--- config.mk ---
export PLATFORM = sky130hd
export DESIGN_NAME = wildcard_byte_pattern_scanner
export DESIGN_NICKNAME = d
export VERILOG_FILES = /design/src/design/wbps_pkg.sv /design/src/design/wbps_cfg.sv /design/src/design/wbps_match.sv /design/src/design/wildcard_byte_pattern_scanner.sv
export SDC_FILE = /design/constraint.sdc
export NUM_CORES = 1
export LEC_CHECK = 0
export BUFFER_PORTS_ARGS = -buffer_cell sky130_fd_sc_hd__buf_2
export CAP_MARGIN = 30
export CORE_AREA = 4 4 343 277
export CTS_BUF_LIST = sky130_fd_sc_hd__clkbuf_4 sky130_fd_sc_hd__clkbuf_8 sky130_fd_sc_hd__clkbuf_16
export CTS_CLUSTER_DIAMETER = 120
export DETAILED_ROUTE_END_ITERATION = 8
export DIE_AREA = 0 0 347 281
export HOLD_SLACK_MARGIN = 0.05
export PLACE_DENSITY = 0.47
export REMOVE_ABC_BUFFERS = 1
export SLEW_MARGIN = 25
export SYNTH_ARGS = -nofsm -noshare
export SYNTH_HDL_FRONTEND = slang
export SYNTH_SLANG_ARGS = --single-unit
--- constraint.sdc ---
create_clock -name aclk -period 10.5 [get_ports aclk]
set_clock_uncertainty 0.2 [all_clocks]
set_input_delay 0 -clock aclk [delete_from_list [all_inputs] [get_ports aclk]]
set_output_delay 0 -clock aclk [all_outputs]
set_load 0.01 [all_outputs]
--- src/design/wbps_pkg.sv ---
package wbps_pkg;

    // Largest pattern the matcher can hold, in bytes (1 to 16).
    localparam int MAX_PATTERN_BYTES = 16;

    // Derived sizes.
    localparam int LEN_W     = $clog2(MAX_PATTERN_BYTES + 1);
    localparam int IDX_W     = (MAX_PATTERN_BYTES > 1) ? $clog2(MAX_PATTERN_BYTES) : 1;
    localparam int WIN_DEPTH = (MAX_PATTERN_BYTES > 1) ? MAX_PATTERN_BYTES - 1 : 1;

    // Fixed field widths.
    localparam int POS_W   = 48;
    localparam int ADDR_W  = 64;
    localparam int COUNT_W = 16;
    localparam int CFG_W   = 64;
    localparam int CFG_IDX_W = 3;
    localparam int PLEN_W  = 5;
    localparam int MASK_W  = 16;

    localparam logic [POS_W-1:0] POS_MAX = '1;

    // Configuration register indexes.
    typedef enum logic [CFG_IDX_W-1:0] {
        REG_PATTERN_LOW  = 3'd0,
        REG_PATTERN_HIGH = 3'd1,
        REG_CARE_MASK    = 3'd2,
        REG_PATTERN_LEN  = 3'd3,
        REG_IMAGE_BASE   = 3'd4,
        REG_RESULT_LIMIT = 3'd5
    } cfg_index_t;

    // Current configuration as seen by the matcher.
    typedef struct packed {
        logic [2*CFG_W-1:0]  pattern;
        logic [MASK_W-1:0]   care_mask;
        logic [PLEN_W-1:0]   pattern_length;
        logic [ADDR_W-1:0]   image_base;
        logic [COUNT_W-1:0]  result_limit;
    } cfg_t;

    // Outcome of scanning one byte.
    typedef struct packed {
        logic                hit;
        logic [ADDR_W-1:0]   match_address;
        logic [COUNT_W-1:0]  match_number;
        logic                limit_hit;
    } match_t;

endpackage

--- src/design/wbps_cfg.sv ---
module wbps_cfg
    import wbps_pkg::*;
(
    input  logic                 aclk,
    input  logic                 aresetn,
    input  logic                 cfg_wr_en,
    input  logic [CFG_IDX_W-1:0] cfg_index,
    input  logic [CFG_W-1:0]     cfg_wdata,
    output cfg_t                 cfg
);

    cfg_t cfg_reg;

    // Register file: one write per cycle, unknown indexes are ignored.
    always_ff @(posedge aclk) begin
        if (!aresetn) begin
            cfg_reg.pattern        <= '0;
            cfg_reg.care_mask      <= '0;
            cfg_reg.pattern_length <= '0;
            cfg_reg.image_base     <= '0;
            cfg_reg.result_limit   <= COUNT_W'(1);
        end else if (cfg_wr_en) begin
            unique case (cfg_index)
                REG_PATTERN_LOW:  cfg_reg.pattern[CFG_W-1:0]       <= cfg_wdata;
                REG_PATTERN_HIGH: cfg_reg.pattern[2*CFG_W-1:CFG_W] <= cfg_wdata;
                REG_CARE_MASK:    cfg_reg.care_mask      <= cfg_wdata[MASK_W-1:0];
                REG_PATTERN_LEN:  cfg_reg.pattern_length <= cfg_wdata[PLEN_W-1:0];
                REG_IMAGE_BASE:   cfg_reg.image_base     <= cfg_wdata;
                REG_RESULT_LIMIT: cfg_reg.result_limit   <= cfg_wdata[COUNT_W-1:0];
                default: begin
                end
            endcase
        end
    end

    assign cfg = cfg_reg;

endmodule

--- src/design/wbps_match.sv ---
module wbps_match
    import wbps_pkg::*;
(
    input  cfg_t                cfg,
    input  logic [7:0]          cur_byte,
    input  logic [7:0]          window [WIN_DEPTH],
    input  logic [POS_W-1:0]    position,
    input  logic [COUNT_W-1:0]  matches_found,
    output match_t              result
);

    logic [7:0]         recent [MAX_PATTERN_BYTES];
    logic [LEN_W-1:0]   len_eff;
    logic [LEN_W-1:0]   len_m1;
    logic [LEN_W-1:0]   back;
    logic [COUNT_W-1:0] limit;
    logic [COUNT_W-1:0] number;
    logic [POS_W-1:0]   start;
    logic               all_equal;
    logic               enabled;

    // Most recent bytes: entry 0 is the current byte, entry i is i bytes back.
    always_comb begin
        recent[0] = cur_byte;
        for (int i = 1; i < MAX_PATTERN_BYTES; i++) begin
            recent[i] = window[i-1];
        end
    end

    // Clamp the length and map a zero limit to one.
    always_comb begin
        if (cfg.pattern_length > PLEN_W'(MAX_PATTERN_BYTES)) begin
            len_eff = LEN_W'(MAX_PATTERN_BYTES);
        end else begin
            len_eff = LEN_W'(cfg.pattern_length);
        end
        len_m1 = len_eff - LEN_W'(1);
        limit  = (cfg.result_limit == '0) ? COUNT_W'(1) : cfg.result_limit;
    end

    // Masked compare of every pattern byte against its place in the window.
    always_comb begin
        all_equal = 1'b1;
        back      = '0;
        for (int k = 0; k < MAX_PATTERN_BYTES; k++) begin
            back = len_m1 - LEN_W'(k);
            if ((LEN_W'(k) < len_eff) && cfg.care_mask[k]) begin
                if (recent[back[IDX_W-1:0]] != cfg.pattern[8*k +: 8]) begin
                    all_equal = 1'b0;
                end
            end
        end
    end

    // Gate on length, bytes seen and limit, then form the result fields.
    always_comb begin
        enabled = (len_eff != '0) && (position >= POS_W'(len_m1)) && (matches_found < limit);
        start   = position - POS_W'(len_m1);
        number  = matches_found + COUNT_W'(1);
        result.hit           = enabled && all_equal;
        result.match_address = cfg.image_base + ADDR_W'(start);
        result.match_number  = number;
        result.limit_hit     = (number >= limit);
    end

endmodule

--- src/design/wildcard_byte_pattern_scanner.sv ---
// Channel   | Direction | Handshake         | Payload
// ----------+-----------+-------------------+----------------------------------------------
// input     | in        | s_valid / s_ready | s_data_byte, s_image_end
// result    | out       | m_valid / m_ready | m_match_address, m_match_number, m_limit_hit
// config    | in        | cfg_wr_en         | cfg_index, cfg_wdata
//
// One byte per cycle sustained while the result channel is not stalled: a byte is registered,
// scanned by the 16-byte masked compare and the start-address adder, and a match is registered.
// Reset (aresetn low, synchronous) sets the result limit to one, clears the rest of the
// configuration, both valid stages and the counters.
// A stalled result holds the scan stage; the input register still takes one more byte if empty.
module wildcard_byte_pattern_scanner
    import wbps_pkg::*;
(
    input  logic                 aclk,
    input  logic                 aresetn,

    input  logic                 cfg_wr_en,
    input  logic [CFG_IDX_W-1:0] cfg_index,
    input  logic [CFG_W-1:0]     cfg_wdata,

    input  logic                 s_valid,
    output logic                 s_ready,
    input  logic [7:0]           s_data_byte,
    input  logic                 s_image_end,

    output logic                 m_valid,
    input  logic                 m_ready,
    output logic [ADDR_W-1:0]    m_match_address,
    output logic [COUNT_W-1:0]   m_match_number,
    output logic                 m_limit_hit
);

    cfg_t   cfg;
    match_t res;

    logic               in_valid_reg;
    logic [7:0]         data_reg;
    logic               end_reg;

    logic [7:0]         window_reg [WIN_DEPTH];
    logic [POS_W-1:0]   pos_reg;
    logic [COUNT_W-1:0] found_reg;

    logic               out_valid_reg;
    logic [ADDR_W-1:0]  address_reg;
    logic [COUNT_W-1:0] number_reg;
    logic               limit_hit_reg;

    logic               advance;

    wbps_cfg u_cfg (
        .aclk      (aclk),
        .aresetn   (aresetn),
        .cfg_wr_en (cfg_wr_en),
        .cfg_index (cfg_index),
        .cfg_wdata (cfg_wdata),
        .cfg       (cfg)
    );

    wbps_match u_match (
        .cfg           (cfg),
        .cur_byte      (data_reg),
        .window        (window_reg),
        .position      (pos_reg),
        .matches_found (found_reg),
        .result        (res)
    );

    // The scan stage moves when it holds a byte and the result slot is free.
    assign advance = in_valid_reg && (!out_valid_reg || m_ready);
    assign s_ready = !in_valid_reg || advance;

    // Input register.
    always_ff @(posedge aclk) begin
        if (!aresetn) begin
            in_valid_reg <= 1'b0;
        end else if (s_valid && s_ready) begin
            in_valid_reg <= 1'b1;
        end else if (advance) begin
            in_valid_reg <= 1'b0;
        end
        if (s_valid && s_ready) begin
            data_reg <= s_data_byte;
            end_reg  <= s_image_end;
        end
    end

    // Image state: the window needs no reset, since only bytes of the current
    // image are ever compared.
    always_ff @(posedge aclk) begin
        if (!aresetn) begin
            pos_reg   <= '0;
            found_reg <= '0;
        end else if (advance) begin
            if (end_reg) begin
                pos_reg   <= '0;
                found_reg <= '0;
            end else begin
                if (pos_reg != POS_MAX) begin
                    pos_reg <= pos_reg + POS_W'(1);
                end
                if (res.hit) begin
                    found_reg <= res.match_number;
                end
            end
        end
        if (advance) begin
            window_reg[0] <= data_reg;
            for (int i = 1; i < WIN_DEPTH; i++) begin
                window_reg[i] <= window_reg[i-1];
            end
        end
    end

    // Result register.
    always_ff @(posedge aclk) begin
        if (!aresetn) begin
            out_valid_reg <= 1'b0;
        end else if (advance) begin
            out_valid_reg <= res.hit;
        end else if (m_ready) begin
            out_valid_reg <= 1'b0;
        end
        if (advance && res.hit) begin
            address_reg   <= res.match_address;
            number_reg    <= res.match_number;
            limit_hit_reg <= res.limit_hit;
        end
    end

    assign m_valid         = out_valid_reg;
    assign m_match_address = address_reg;
    assign m_match_number  = number_reg;
    assign m_limit_hit     = limit_hit_reg;

    // A reported match always carries a nonzero ordinal.
    a_number_nonzero: assert property (@(posedge aclk) disable iff (!aresetn)
        out_valid_reg |-> (number_reg != '0))
        else $error("match reported with ordinal zero");

    // The last byte of an image clears position and match count.
    a_image_clear: assert property (@(posedge aclk) disable iff (!aresetn)
        (advance && end_reg) |=> (pos_reg == '0) && (found_reg == '0))
        else $error("image state not cleared after image end");

    // The match count only moves when a match is reported or an image ends.
    a_count_stable: assert property (@(posedge aclk) disable iff (!aresetn)
        !(advance && (res.hit || end_reg)) |=> $stable(found_reg))
        else $error("match count changed without a match");

    // A reported match is written into the count in the same transfer.
    a_count_follows: assert property (@(posedge aclk) disable iff (!aresetn)
        (advance && res.hit && !end_reg) |=> (found_reg == number_reg))
        else $error("match count disagrees with reported ordinal");

endmodule
# [Yosys cells after proc, flatten, opt, wreduce, memory -nomap -nowiden]
# Index checks and enable logic that the tools add are counted.
[totals] ff_bits=505 input_bits=81 out_inout_bits=83 word_cells=255
[op_classes] add_sub_neg=20 n_lt_le_gt_ge=36 eq_ne=22 mux=90 bitwise=16 n_reduce_logical=41
[op_table] operator="binary-select mux 8 bit (select 4 bit)" count=16
[op_table] operator="two-way mux 8 bit" count=32
[op_table] operator="inequality test 8 bit" count=16
[op_table] operator="two-way mux 48 bit" count=2
[op_table] operator=">= comparator 5 bit (second input constant)" count=16
[op_table] operator="inverter 4 -> 5 bit" count=16
[op_table] operator="adder 64 x 48 -> 64 bit" count=1
[op_table] operator="adder 48 x 1 -> 48 bit (second input constant)" count=1
[op_table] operator=">= comparator 48 x 5 -> 1 bit" count=1
[op_table] operator="two-way mux 16 bit" count=3
[op_table] operator="inequality test 48 bit (second input constant)" count=1
[op_table] operator="subtractor 48 x 5 -> 48 bit" count=1
[op_table] operator="< comparator 4 x 5 -> 1 bit (first input constant)" count=8
[op_table] operator="two-way mux 1 bit" count=36
[op_table] operator="subtractor 4 bit (second input constant)" count=8
[op_table] operator="logical AND 1 bit" count=22
[op_table] operator="< comparator 3 x 5 -> 1 bit (first input constant)" count=4
[op_table] operator="adder 16 x 1 -> 16 bit (second input constant)" count=1
[op_table] operator=">= comparator 16 bit" count=1
[op_table] operator="zero test 16 bit" count=1
[op_table] operator="< comparator 16 bit" count=1
[op_table] operator="AND reduction 2 bit" count=8
[op_table] operator="subtractor 4 x 3 -> 4 bit (second input constant)" count=4
[op_table] operator="< comparator 1 x 5 -> 1 bit (first input constant)" count=2
[op_table] operator="other kinds (14)" count=23

# [Logic depth before layout (Yosys ltp)]
[depth] word_depth=43 mapped_depth=37 mapped_depth_nobuf=28

# [Cells and area by module]
# From an unflattened synthesis, not the netlist that was laid out.
[hier_totals] hier_cells=3039 area_unflattened_um2=31661.6
[by_module_without_submodules] mod="wbps_match" n_inst=1 cells_per_inst=1583 area_per_inst_um2=13497.9 seq_area_each_um2=0.0
[by_module_without_submodules] mod="wildcard_byte_pattern_scanner" n_inst=1 cells_per_inst=640 area_per_inst_um2=9756.9 seq_area_each_um2=7627.3
[by_module_without_submodules] mod="wbps_cfg" n_inst=1 cells_per_inst=816 area_per_inst_um2=8406.8 seq_area_each_um2=4584.4

# [Worst setup path before layout]
# OpenSTA, ideal clock, no wires.
[synth_path] kind="reg-to-reg" startpoint="reg u_cfg.cfg_reg (netlist bit u_cfg.cfg[84])" endpoint="reg address_reg[51] (netlist: m_match_address[51]), data pin" setup_time_ns=0.261 arrival_time_ns=7.776 t_required_ns=10.039 setup_slack_ns=2.263 stages_incl_launch_ff=35 n_path_buf=10 synth_period_minus_slack_ns=8.237 path_cell_list="dfxtp_1 > clkbuf_1 > nor2b_1 > clkbuf_1 > inv_1 > buf_2 > clkbuf_1 > buf_1 > ha_1 > buf_2 > inv_1 > buf_2 > clkbuf_1 > ha_1 > a21o_1 > maj3_1 > and2_1 > o21ai_0 > and3_1 > clkbuf_1 > nand2_1 > nor2_1 > nand2_1 > or3_1 > nor4_1 > xor2_1 > ha_1 > clkbuf_1 > and3_1 > a311o_1 > a41oi_1 > o21ai_0 > a211oi_1 > nor2b_1 > xor2_1"
[synth_rtl] item="from (decl)" line="wbps_cfg.sv:12" text="cfg_t cfg_reg;"
[synth_rtl] item="to (signal assigned)" line="wildcard_byte_pattern_scanner.sv:126" text="address_reg <= res.match_address;"
[synth_rtl] item="to (decl)" line="wildcard_byte_pattern_scanner.sv:46" text="logic [ADDR_W-1:0] address_reg;"

==> summary.md <==
| Metric | Value |
|---|---|
| Crit path DAT | 8.67 ns |
| Rel. slew slack | 26.4% |
| Delay-heaviest family, CP | compound AO/OA/AOI/OAI gates |
| Gpl congestion | 0.956 |
| Register Area | 12,200 sq um |
| CP Class | flop to flop |
| Hold_buf cts | 159 |
| Maxcap violations | 0 |
| Dpl ws | 1.93 ns |
| WL met1 | 55.0 mm |
| GRT overflow | 0 |
| Synth top area cells | edfxtp_1, dfxtp_1, mux2i_1 |
| Post-Synth Simple-Gate Area | 15.3% |
| Synth Area in Compound Gates | 14.3% |
| Worst hold-check path type | input port to flop |
| Achievable Freq | 118 MHz |
| Syn. warnings | 0 |
| Layout cell share with drive strength beyond 1 | 12.7% |
| Worst-Margin Slew | 1.09 ns |
| RSZ-0062 raised after global routing | false |
| Max reg flops | 229 |
| Vias | 26,300 |
| Largest family of logic cells by synthesized area | multiplexers |
| Ports | 164 |
| Setup WS post-layout | 2.01 ns |
| Worst Path Buf+Inv | 4 |
| Synth area leader | edfxtp_1 |
| Clock buffer depth | 3 |
| Final #Nets | 3,729 |
| Antenna violations before repair | 1 |
| Cells resized by post-CTS repair | 0 |
| CTS H-tree lvls | 2 |
| Initial DRC count | 2,691 |
| Setup Buffers After CTS | 0 |
| Count leader, synth | nand2_1 |
| # port buffers | 163 |
| Uppermost layer routed | met4 |
| CP Max Fanout | 57 |
| CTS tree | done |
| Root Driver | clkbuf_16 |
| DR WL met2 | 47.1 mm |
| Multi-input logic area | 18,600 sq um |
| Setup Viol. Count Final | 0 |
| DR WL/cell | 23.5 microns |
| DR WL met3 | 8.41 mm |
| Drt via density | 5.46 |
| CP max stage delay | 0.76 ns |
| Final hold viol count | 0 |
| CTS Buf Count | 56 |
| Post-synthesis register bit count | 505 |
| GRT Total Usage | 22.5% |
| XOR/XNOR Fraction of Synth Area | 8.62% |
| Share of the synthesized area in the top cell type | 19.8% |
| Final slew viol count | 0 |
| 1st-pass router iterations | 6 |
| Die width | 347 microns |
| CP max stage cell | a21oi_1 |
| Synth-to-layout area growth | 17.4% |
| Vias in the first global route | 24,800 |
| Status | finished clean |
| Die height | 281 microns |
| Pwr Density | 137 nW/um^2 |
| Largest net degree at the start of global routing | 99 |
| Worst Path Required | 10.68 ns |
| Fill cells | 9,063 |
| Fin crit share | 80.9% |
| Ys flop type | dfxtp_1 |
| # rows | 99 |
| Most used cell, CP | a21oi_1 |
| Netlist Area Pre-Place | 31,800 sq um |
| Tot Pwr | 0.00514 W |
| Placed cell count | 4,548 |
| Remaining DRCs | 0 |
| Top post-synthesis cells by count | nand2_1, mux2i_1, dfxtp_1 |
| Post-Layout Cell Count | 4,815 |
| Antenna-violating nets left | 0 |
| FFs w/ async S/R, synth | 0% |
| P_leak | 13.8 nW |
| Tmin final | 8.49 ns |
| Core Footprint | 91,200 sq um |
| CTS clk-pin slew, worst paths | 0.07 ns |
| Ant. Diodes | 0 |
| Total die area | 97,500 sq um |
| Mux share of post-synthesis cell area | 16.2% |
| Worst Setup End Kind | flop |
| Synth unique cells | 80 |
| Worst-skew pair later-pin latency | 0.64 ns |
| Area share of fa/ha/maj cells after synthesis | 3.80% |
| Worst VDD drop | 128 uV |
| Seq/Total Area, Yosys | 38.3% |
| DRT Wirelength | 113 mm |
| Cells after Synth | 3,338 |
| Final HPWL DP | 82.5 mm |
| Clock Sinks | 505 |
| EDFF count, synth | 210 |
| Global-route wire length before repair | 168 mm |
| Initial Util | 34.9% |
| Post-Syn Area per Cell | 9.54 sq um |
| Worst setup SP type | flop |
## layer usage
metal  track usage (%)  up-vias
met2              32.8      896
met4              4.98        0
met5                 0        -
li1                  -    12500
met1              34.0    12800
met3              4.70      123
## metrics by stage
step | utilization, % | area [sq um] | setup TNS [ns] | hold WS (ns)
floorplan | - | 30900 | -1801.42 | -0.128
global placement | 37.0 | 33700 | 0 | -0.0211
detailed placement | 37.0 | 33700 | 0 | -0.0212
CTS | 41.0 | 37400 | 0 | 0.0501
global route | 41.0 | 37400 | 0 | 0.0825
finish | 41.0 | 37400 | 0 | 0.0845
## cell families (layout without fill, tap and decap cells)
logic type	count (synthesis)	count (layout)
flip-flops	505	505
buffers and inverters	258	523
multiplexers	411	411
adder cells (fa/ha/maj)	96	96
AND/OR/NAND/NOR	1104	1104
XOR/XNOR	304	304
AO/OA/AOI/OAI	660	660
## tightest hold or removal path: cells and delay by family
| kind | cells | cell delay, ns |
|---|---|---|
| AND/OR/NAND/NOR | 1 | 0.07 |
| buffers and inverters | 2 | 0.73 |
| AO/OA/AOI/OAI | 1 | 0.07 |
## area by class of cell
cell class | count | area share [%]
Multi-Input combinational cell | 2575 | 49.9
Sequential cell | 505 | 32.7
Timing Repair Buffer | 372 | 7.51
Clock buffer | 78 | 4.72
Tap cell | 1212 | 4.06
Clock inverter | 28 | 0.716
Inverter | 45 | 0.452
## cell usage in the layout (no fill, tap or decap), types with 57 or more instances in the layout
cell           instances
nand2_1              660
mux2i_1              306
dfxtp_1              293
a21boi_0             229
edfxtp_1             210
buf_2                163
dlygate4sd3_1        159
xnor2_1              150
xor2_1               144
nor2_1               133
a21oi_1               98
ha_1                  90
mux4_2                82
o21ai_0               80
clkbuf_16             64
nand3_1               57
## path summary, 6_finish.rpt
check | cells after the start | from | endpoint | slack, ns
worst max-delay path | 26 | u_cfg.cfg[81] | m_match_address[52] | 2.01
worst min-delay path | 4 | cfg_wdata[12] | u_cfg.cfg[28] | 0.08
worst max register to register | 26 | u_cfg.cfg[81] | m_match_address[52] | 2.01
worst min register to register | 2 | u_cfg.cfg[61] | u_cfg.cfg[61] | 0.27
## power breakdown
part	internal [W]	switching [W]	total [W]
Combinational	0.000356	0.000492	0.000848
Sequential	0.00210	0.0000568	0.00215
Clock	0.00126	0.000882	0.00214
(Power assumes the default switching activity.)
